$ cat config.mk
export PLATFORM = sky130hd
export DESIGN_NAME = tcw_front
export DESIGN_NICKNAME = d
export VERILOG_FILES = /design/src/sv/tcw_pkg.sv /design/src/sv/tcw_front.sv
export SDC_FILE = /design/constraint.sdc
export NUM_CORES = 1
export LEC_CHECK = 0
export BUFFER_PORTS_ARGS = -buffer_cell sky130_fd_sc_hd__buf_4
export CAP_MARGIN = 40
export CORE_MARGIN = 4
export CORE_UTILIZATION = 40
export DETAILED_ROUTE_END_ITERATION = 7
export PLACE_DENSITY_LB_ADDON = 0.1
export SYNTH_ARGS = -nofsm -noshare
export SYNTH_HDL_FRONTEND = slang
export SYNTH_SLANG_ARGS = --single-unit
$ cat constraint.sdc
create_clock -name clk_i -period 5.5 [get_ports clk_i]
set_clock_uncertainty 0.05 [all_clocks]
set_input_delay 0.55 -clock clk_i [delete_from_list [all_inputs] [get_ports clk_i]]
set_output_delay 0.55 -clock clk_i [all_outputs]
set_load 0.05 [all_outputs]
$ cat src/sv/tcw_pkg.sv
// ----------------------------------------------------------------------------
// tcw_pkg
// Shared types and constants of the text console writer.
// ----------------------------------------------------------------------------
package tcw_pkg;

  localparam logic [7:0] ESC_BYTE = 8'h1B;
  localparam logic [7:0] TAB_BYTE = 8'h09;
  localparam logic [7:0] NL_BYTE  = 8'h0A;
  localparam logic [7:0] CR_BYTE  = 8'h0D;
  localparam logic [7:0] SPACE_BYTE = 8'h20;

  localparam logic [1:0] REG_ATTRIBUTE  = 2'd0;
  localparam logic [1:0] REG_TAB_WIDTH  = 2'd1;
  localparam logic [1:0] REG_ESCAPE_END = 2'd2;

  localparam logic [7:0] ATTRIBUTE_RST  = 8'd3;
  localparam logic [4:0] TAB_WIDTH_RST  = 5'd4;
  localparam logic [7:0] ESCAPE_END_RST = 8'd109;

  typedef enum logic [2:0] {
    OP_READ,
    OP_PRINT,
    OP_NEWLINE,
    OP_CR,
    OP_TAB
  } tcw_op_e;

  typedef struct packed {
    tcw_op_e     op;
    logic [7:0]  ch;
    logic [10:0] cidx;
  } tcw_item_t;

  // queue head as seen by the back end
  typedef struct packed {
    logic      valid;
    tcw_item_t item;
  } tcw_head_t;

  typedef struct packed {
    logic [7:0] attribute;
    logic [4:0] tab_width;
    logic [7:0] escape_end;
  } tcw_cfg_t;

endpackage

$ cat src/sv/tcw_front.sv
// ----------------------------------------------------------------------------
// tcw_front
// Accepts items, swallows escape sequences, classifies bytes into ops and
// holds them in a two-entry queue.
// ----------------------------------------------------------------------------
module tcw_front (
  input  logic              clk_i,
  input  logic              rst_ni,
  input  tcw_pkg::tcw_cfg_t cfg_i,
  input  logic              in_valid_i,
  output logic              in_ready_o,
  input  logic              cmd_i,
  input  logic [7:0]        char_code_i,
  input  logic [10:0]       cell_index_i,
  output tcw_pkg::tcw_head_t head_o,
  input  logic              pop_i
);
  import tcw_pkg::*;

  tcw_item_t   q_mem [2];
  logic        wr_ptr_q, rd_ptr_q;
  logic [1:0]  cnt_q;
  logic        esc_q;
  logic        accept, push;
  tcw_item_t   item_c;

  assign in_ready_o = (cnt_q != 2'd2);
  assign accept     = in_valid_i && in_ready_o;

  always_comb begin
    item_c.ch   = char_code_i;
    item_c.cidx = cell_index_i;
    push        = 1'b0;
    if (cmd_i) begin
      item_c.op = OP_READ;
      push      = 1'b1;
    end else begin
      unique case (char_code_i)
        TAB_BYTE: item_c.op = OP_TAB;
        NL_BYTE:  item_c.op = OP_NEWLINE;
        CR_BYTE:  item_c.op = OP_CR;
        default:  item_c.op = OP_PRINT;
      endcase
      push = !esc_q && (char_code_i != ESC_BYTE);
    end
  end

  assign head_o.valid = (cnt_q != 2'd0);
  assign head_o.item  = q_mem[rd_ptr_q];

  always_ff @(posedge clk_i or negedge rst_ni) begin
    if (!rst_ni) begin
      wr_ptr_q <= 1'b0;
      rd_ptr_q <= 1'b0;
      cnt_q    <= 2'd0;
      esc_q    <= 1'b0;
    end else begin
      if (accept && !cmd_i) begin
        if (esc_q) esc_q <= (char_code_i != cfg_i.escape_end);
        else if (char_code_i == ESC_BYTE) esc_q <= 1'b1;
      end
      if (accept && push) wr_ptr_q <= ~wr_ptr_q;
      if (pop_i) rd_ptr_q <= ~rd_ptr_q;
      cnt_q <= cnt_q + {1'b0, accept && push} - {1'b0, pop_i};
    end
  end

  always_ff @(posedge clk_i) begin
    if (accept && push) q_mem[wr_ptr_q] <= item_c;
  end

endmodule

==> results.py, run 1 <==
metrics = {
    "outcome": {
        "status": "complete, no violations",
    },
    "floorplan": {
        "core_area_um2": 4820,
        "die_width_um": 79.2,
        "start_util_pct": 42.1,
        "dieArea_um2": 6270,
        "die_y_um": 79.2,
        "ios": 69,
        "num_rows": 25,
    },
    "logic_synthesis": {
        "ys.flop_type": "edfxtp_1",
        "synth_seq_cells": 49,
        "yosysWarnings": 0,
        "synth_cells": 114,
        "synth_edf_count": 44,
        "async_reset_ff_share_pct": 10.2,
        "avgSynthCellArea_um2": 17.8,
        "synth_area_um2": 2030,
        "ys_seq_area_share_pct": 71.3,
        "syn_nets": 161,
        "synth_cell_type_count": 23,
    },
    "clocking": {
        "clkTransAtPathRegs_ns": 0.09,
        "root_buffer": "clkbuf_8",
        "cts_setup_buffers": 0,
        "cts_resized": 0,
        "cts_inserted_buffers": 5,
        "clk_latency_ns": 0.29,
        "cts_num_sinks": 49,
        "cts_tree": "built",
        "cts_max_level": 2,
        "ctsHoldBuffers": 1,
        "clk_path_buf_depth": 2,
    },
    "power": {
        "p_seq_share_pct": 37.1,
        "clkPwrFrac_pct": 16.4,
        "ir_drop_mv": 0.321,
        "net-switching-power_mw": 0.591,
        "power_mw": 1.48,
        "p_comb_share_pct": 46.5,
        "leakage_nw": 1.00,
        "cell_internal_pwr_mw": 0.892,
        "powerDensity_nw_per_um2": 553,
        "p_sw_share_pct": 39.9,
    },
    "drt": {
        "routed_wl_mm": 3.53,
        "vias": 1164,
        "viasPerCell": 4.73,
        "drc": 0,
        "drtPass1Iterations": 4,
        "drt-initial-drc-count": 44,
        "ant_nets": 0,
        "wire_per_inst_um": 14.4,
    },
    "layout": {
        "nFillCells": 414,
        "synthToLayoutAreaGrowth_pct": 32.2,
        "antenna_cells": 0,
        "drive_gt1_share_pct": 51.4,
        "multiInputGateArea_um2": 569,
        "num-nets-final": 225,
        "final_common_cell": "buf_4",
        "final_util_pct": 55.7,
        "regArea_um2": 1450,
        "final_cells": 246,
        "mostFrequentLayoutCells": "buf_4, edfxtp_1, mux2_2, xnor2_1",
    },
    "sta": {
        "hold_violations": 0,
        "clock.fmax_ghz": 0.428,
        "period_share_pct": 42.5,
        "post-route-min-period_ns": 2.34,
        "max_slew_margin_pct": 56.1,
        "setup_viol": 0,
        "setup_tns_ns": 0,
        "holdWs_ns": 0.384,
        "slew_violations": 0,
        "rsz0062_at_grt": "false",
        "worstMarginPinSlew_ns": 0.658,
    },
    "global_route": {
        "grt_pass1_wl_mm": 5.84,
        "grt_max_degree": 15,
        "gr-usage-all-layers_pct": 12.4,
        "grt.overflow.total": 0,
        "antenna_found_initial": 0,
        "grt_pass1_vias": 1293,
    },
    "worst_setup_path": {
        "path_class": "flop to primary output",
        "critPathTopFamily": "flip-flops",
        "worst_setup_path_start_kind": "flop",
        "crit_fanout": 13,
        "cp_num_buf_inv": 2,
        "critPathSlowestCell": "dfrtp_1",
        "cp-end-kind": "primary output",
        "required_ns": 4.90,
        "arrival_ns": 1.74,
        "slowest_delay_ns": 0.67,
        "path_cells": "buf_8 > mux2_2 > buf_4",
        "ff2ff_setup_slack_ns": 3.56,
    },
    "place": {
        "dp.cells": 237,
        "hpwl_mm": 2.67,
        "numPortBuffers": 55,
        "place.gp.congestion": 0.713,
    },
    "run": {
        "max_cap_violations": 0,
    },
    "hold_path": {
        "hold_class": "input port to flop",
    },
}
## worst reg2reg max path, stage by stage (launching register included)
cell      delay, ns
dfrtp_1        0.41
nand2b_1       0.11
nand2_1        0.10
o21bai_4       0.21
nor2_2         0.52
buf_8          0.24
## routing by layer
layer	track usage (%)	share of wire, %	vias up
met1	14.1	38	552
met5	0	0	-
met4	5.84	1.7	0
met2	21.0	52	44
li1	-	-	562
met3	4.31	8.0	6
## kinds of logic after synthesis
group / count (synthesis) / synth area share (%)
flops: 49 / 71.3
mux: 22 / 12.2
simple gates: 20 / 6.35
xor+xnor: 13 / 5.61
compound gates: 4 / 2.41
buf+inv: 4 / 0.864
fa+ha+maj: 2 / 1.23
## area by class of cell
type / count / area share [%]
Multi-Input combinational cell: 61 / 21.2
Inverter: 2 / 0.280
Timing Repair Buffer: 59 / 17.5
Sequential cell: 49 / 53.9
Tap cell: 67 / 3.13
Clock buffer: 6 / 2.71
Clock inverter: 2 / 1.26
## metrics by stage
step | cell area, µm² | worst slack (ns)
floorplan | 2030 | 2.95
global placement | 2520 | 2.94
detailed placement | 2560 | 3.13
CTS | 2680 | 3.11
global route | 2680 | 3.04
finish | 2680 | 3.16
## sequential cells by signal (all words and copies together), names as in the netlist
register / cells
esc_q: 1
cnt_q: 2
rd_ptr_q: 1
wr_ptr_q: 1
q_mem: 44
## power by group through the flow
stage	Clock [mW]	Combinational (mW)	Sequential [mW]
3_5_place_dp	0	0.699	0.561
3_3_place_gp	0	0.646	0.575
6_report	0.243	0.690	0.550
2_1_floorplan	0	0.495	0.540
4_1_cts	0.251	0.702	0.553
5_1_grt	0.268	0.730	0.560
## Yosys cell counts (3+ instances only)
library cell	instances	area share, %
mux2_2	22	12
xor2_1	4	1.7
nor2_1	3	0.56
nor3_1	4	0.99
xnor2_1	9	3.9
dfrtp_1	5	6.2
edfxtp_1	44	65
## path summary, 6_finish.rpt
| path | startpoint | end | depth (start not counted) |
|---|---|---|---|
| min in group asynchronous | rst_ni | esc_q$_DFFE_PN0P_ | 2 |
| max in group asynchronous | rst_ni | rd_ptr_q$_DFFE_PN0P_ | 2 |
| worst max-delay path | rd_ptr_q$_DFFE_PN0P_ | head_o[1] | 3 |
| worst min-delay path | cell_index_i[10] | q_mem[1][10]$_DFFE_PP_ | 1 |
| worst max register to register | cnt_q[1]$_DFF_PN0_ | q_mem[1][9]$_DFFE_PP_ | 5 |
| worst min register to register | cnt_q[1]$_DFF_PN0_ | cnt_q[1]$_DFF_PN0_ | 1 |
(Power assumes the default switching activity.)
==> inputs of run 2 (changes only) <==
==> constraint.sdc (replaced) <==
create_clock -name clk_i -period 2.41 [get_ports clk_i]
set_clock_uncertainty 0.05 [all_clocks]
set_input_delay 0.241 -clock clk_i [delete_from_list [all_inputs] [get_ports clk_i]]
set_output_delay 0.241 -clock clk_i [all_outputs]
set_load 0.05 [all_outputs]
==> run 2 against run 1 <==
  * Clock power rose by 87%
  * Sequential share of layout area rose by 0.64 points
  * Sequential cell count did not move
  * Sequential power rose by 130%
  * Non-clock buffer count did not move
  * Count of clock-buffer cells in the layout did not move
  * Combinational power rose by 130%
  * Die area did not move
  * Core utilization fell by 0.65 points
  * Power rose by 120%
  * Critical path type unchanged
==> results.py, run 2 (synthesized netlist as in run 1, its figures left out) <==
metrics = {
    "outcome": {
        "status": "complete, no violations",
    },
    "drt": {
        "drt-initial-drc-count": 68,
        "ant_nets": 0,
        "wire_per_inst_um": 14.7,
        "vias": 1170,
        "drtPass1Iterations": 4,
        "drc": 0,
        "viasPerCell": 4.76,
        "routed_wl_mm": 3.63,
    },
    "place": {
        "place_area_um2": 2560,
        "numPortBuffers": 55,
        "dp_slack_ns": 0.363,
        "hpwl_mm": 2.65,
        "place.gp.congestion": 0.698,
    },
    "floorplan": {
        "num_rows": 25,
        "core_area_um2": 4820,
        "ios": 69,
        "die_y_um": 79.2,
        "die_width_um": 79.2,
        "start_util_pct": 42.1,
        "dieArea_um2": 6270,
    },
    "global_route": {
        "gr-usage-all-layers_pct": 13.1,
        "antenna_found_initial": 0,
        "grt_pass1_vias": 1311,
        "grt.overflow.total": 0,
        "grt_pass1_wl_mm": 6.31,
        "grt_max_degree": 16,
    },
    "clocking": {
        "clk_latency_ns": 0.29,
        "root_buffer": "clkbuf_8",
        "clk_path_buf_depth": 2,
        "cts_setup_buffers": 0,
        "cts_max_level": 2,
        "cts_num_sinks": 49,
        "clkTransAtPathRegs_ns": 0.09,
        "cts_inserted_buffers": 5,
        "cts_tree": "built",
        "cts_resized": 0,
    },
    "layout": {
        "max_flop_register": "q_mem",
        "antenna_cells": 0,
        "synthToLayoutAreaGrowth_pct": 30.7,
        "num-nets-final": 225,
        "drive_gt1_share_pct": 52.0,
        "nFillCells": 438,
        "design_area_um2": 2650,
        "reg_top3": "q_mem x44, cnt_q x2",
        "regArea_um2": 1450,
        "multiInputGateArea_um2": 569,
        "final_common_cell": "buf_4",
        "largest_reg_flops": 44,
        "mostFrequentLayoutCells": "buf_4, edfxtp_1, mux2_2, xnor2_1",
    },
    "sta": {
        "rsz0062_at_grt": "false",
        "post-route-min-period_ns": 2.09,
        "setup_viol": 0,
        "layout_setup_ws_ns": 0.324,
        "max_slew_margin_pct": 65.0,
        "slew_violations": 0,
        "clock.fmax_ghz": 0.479,
        "setup_tns_ns": 0,
        "holdWs_ns": 0.0748,
        "hold_violations": 0,
        "period_share_pct": 86.5,
        "worstMarginPinSlew_ns": 0.524,
    },
    "worst_setup_path": {
        "path_class": "flop to primary output",
        "arrival_ns": 1.79,
        "crit_fanout": 14,
        "worst_setup_path_start_kind": "flop",
        "cp-end-kind": "primary output",
        "required_ns": 2.12,
    },
    "hold_path": {
        "hold_class": "input port to flop",
    },
    "power": {
        "powerDensity_nw_per_um2": 1230,
        "ir_drop_mv": 0.677,
        "leakage_nw": 0.991,
    },
    "run": {
        "max_cap_violations": 0,
    },
}
-- run 2: cell types whose count changed in the layout (fill, tap and decap cells not counted), sizes merged --
cell	delta
clkinv	+1
bufinv	-1
-- run 2: repair_timing --
item	CTS	global route
hold buffers	1	0
endpoints found under the hold margin	5	0
endpoints found under the setup margin	0	0
-- run 2: critical path: stages, from the launching register on --
cell     delay (ns)
dfrtp_1        0.62
buf_4          0.32
mux2_2         0.36
buf_4          0.19
-- run 2: cell type report --
class / count / share of cell area (%)
flip-flops and latches: 49 / 54.6
well taps: 67 / 3.16
multi-input cells: 61 / 21.5
repair buffers: 59 / 17.4
clock buffers: 6 / 2.74
clock inverters: 2 / 0.378
inverters: 2 / 0.283
-- run 2: worst paths after layout --
| kind | start | end | slack, ns | cells past startpoint |
|---|---|---|---|---|
| max in group asynchronous | rst_ni | cnt_q[1]$_DFF_PN0_ | 1.98 | 2 |
| setup reg to reg | cnt_q[1]$_DFF_PN0_ | q_mem[1][3]$_DFFE_PP_ | 0.57 | 5 |
| min in group asynchronous | rst_ni | cnt_q[0]$_DFF_PN0_ | 0.22 | 2 |
| setup / recovery | rd_ptr_q$_DFFE_PN0P_ | head_o[11] | 0.32 | 3 |
| hold / removal | pop_i | rd_ptr_q$_DFFE_PN0P_ | 0.07 | 2 |
| hold reg to reg | wr_ptr_q$_DFFE_PN0P_ | wr_ptr_q$_DFFE_PN0P_ | 0.47 | 1 |
-- run 2: through the flow --
stage          power, mW  std cells  utilization [%]
3_5_place_dp        2.86        237             53.1
3_3_place_gp        2.80        235             52.5
2_1_floorplan       2.36        114                -
5_1_grt             3.44        246             55.0
4_1_cts             3.32        246             55.0
6_report            3.27        246             55.0
-- run 2: where the power goes --
group	leakage [nW]	switching (mW)	total, mW	internal [mW]
clock	0.0450	0.254	0.455	0.201
sequential	0.469	0.0874	1.25	1.16
combinational	0.476	1.01	1.56	0.556
total	0.991	1.35	3.27	1.92
-- run 2: routing by layer --
metal | GRT usage [%] | vias to the layer above | routed length [µm]
met5 | 0 | - | 0
met4 | 3.61 | 0 | 34
met3 | 3.97 | 4 | 285
met2 | 22.4 | 51 | 1870
met1 | 15.9 | 556 | 1430
li1 | - | 559 | -
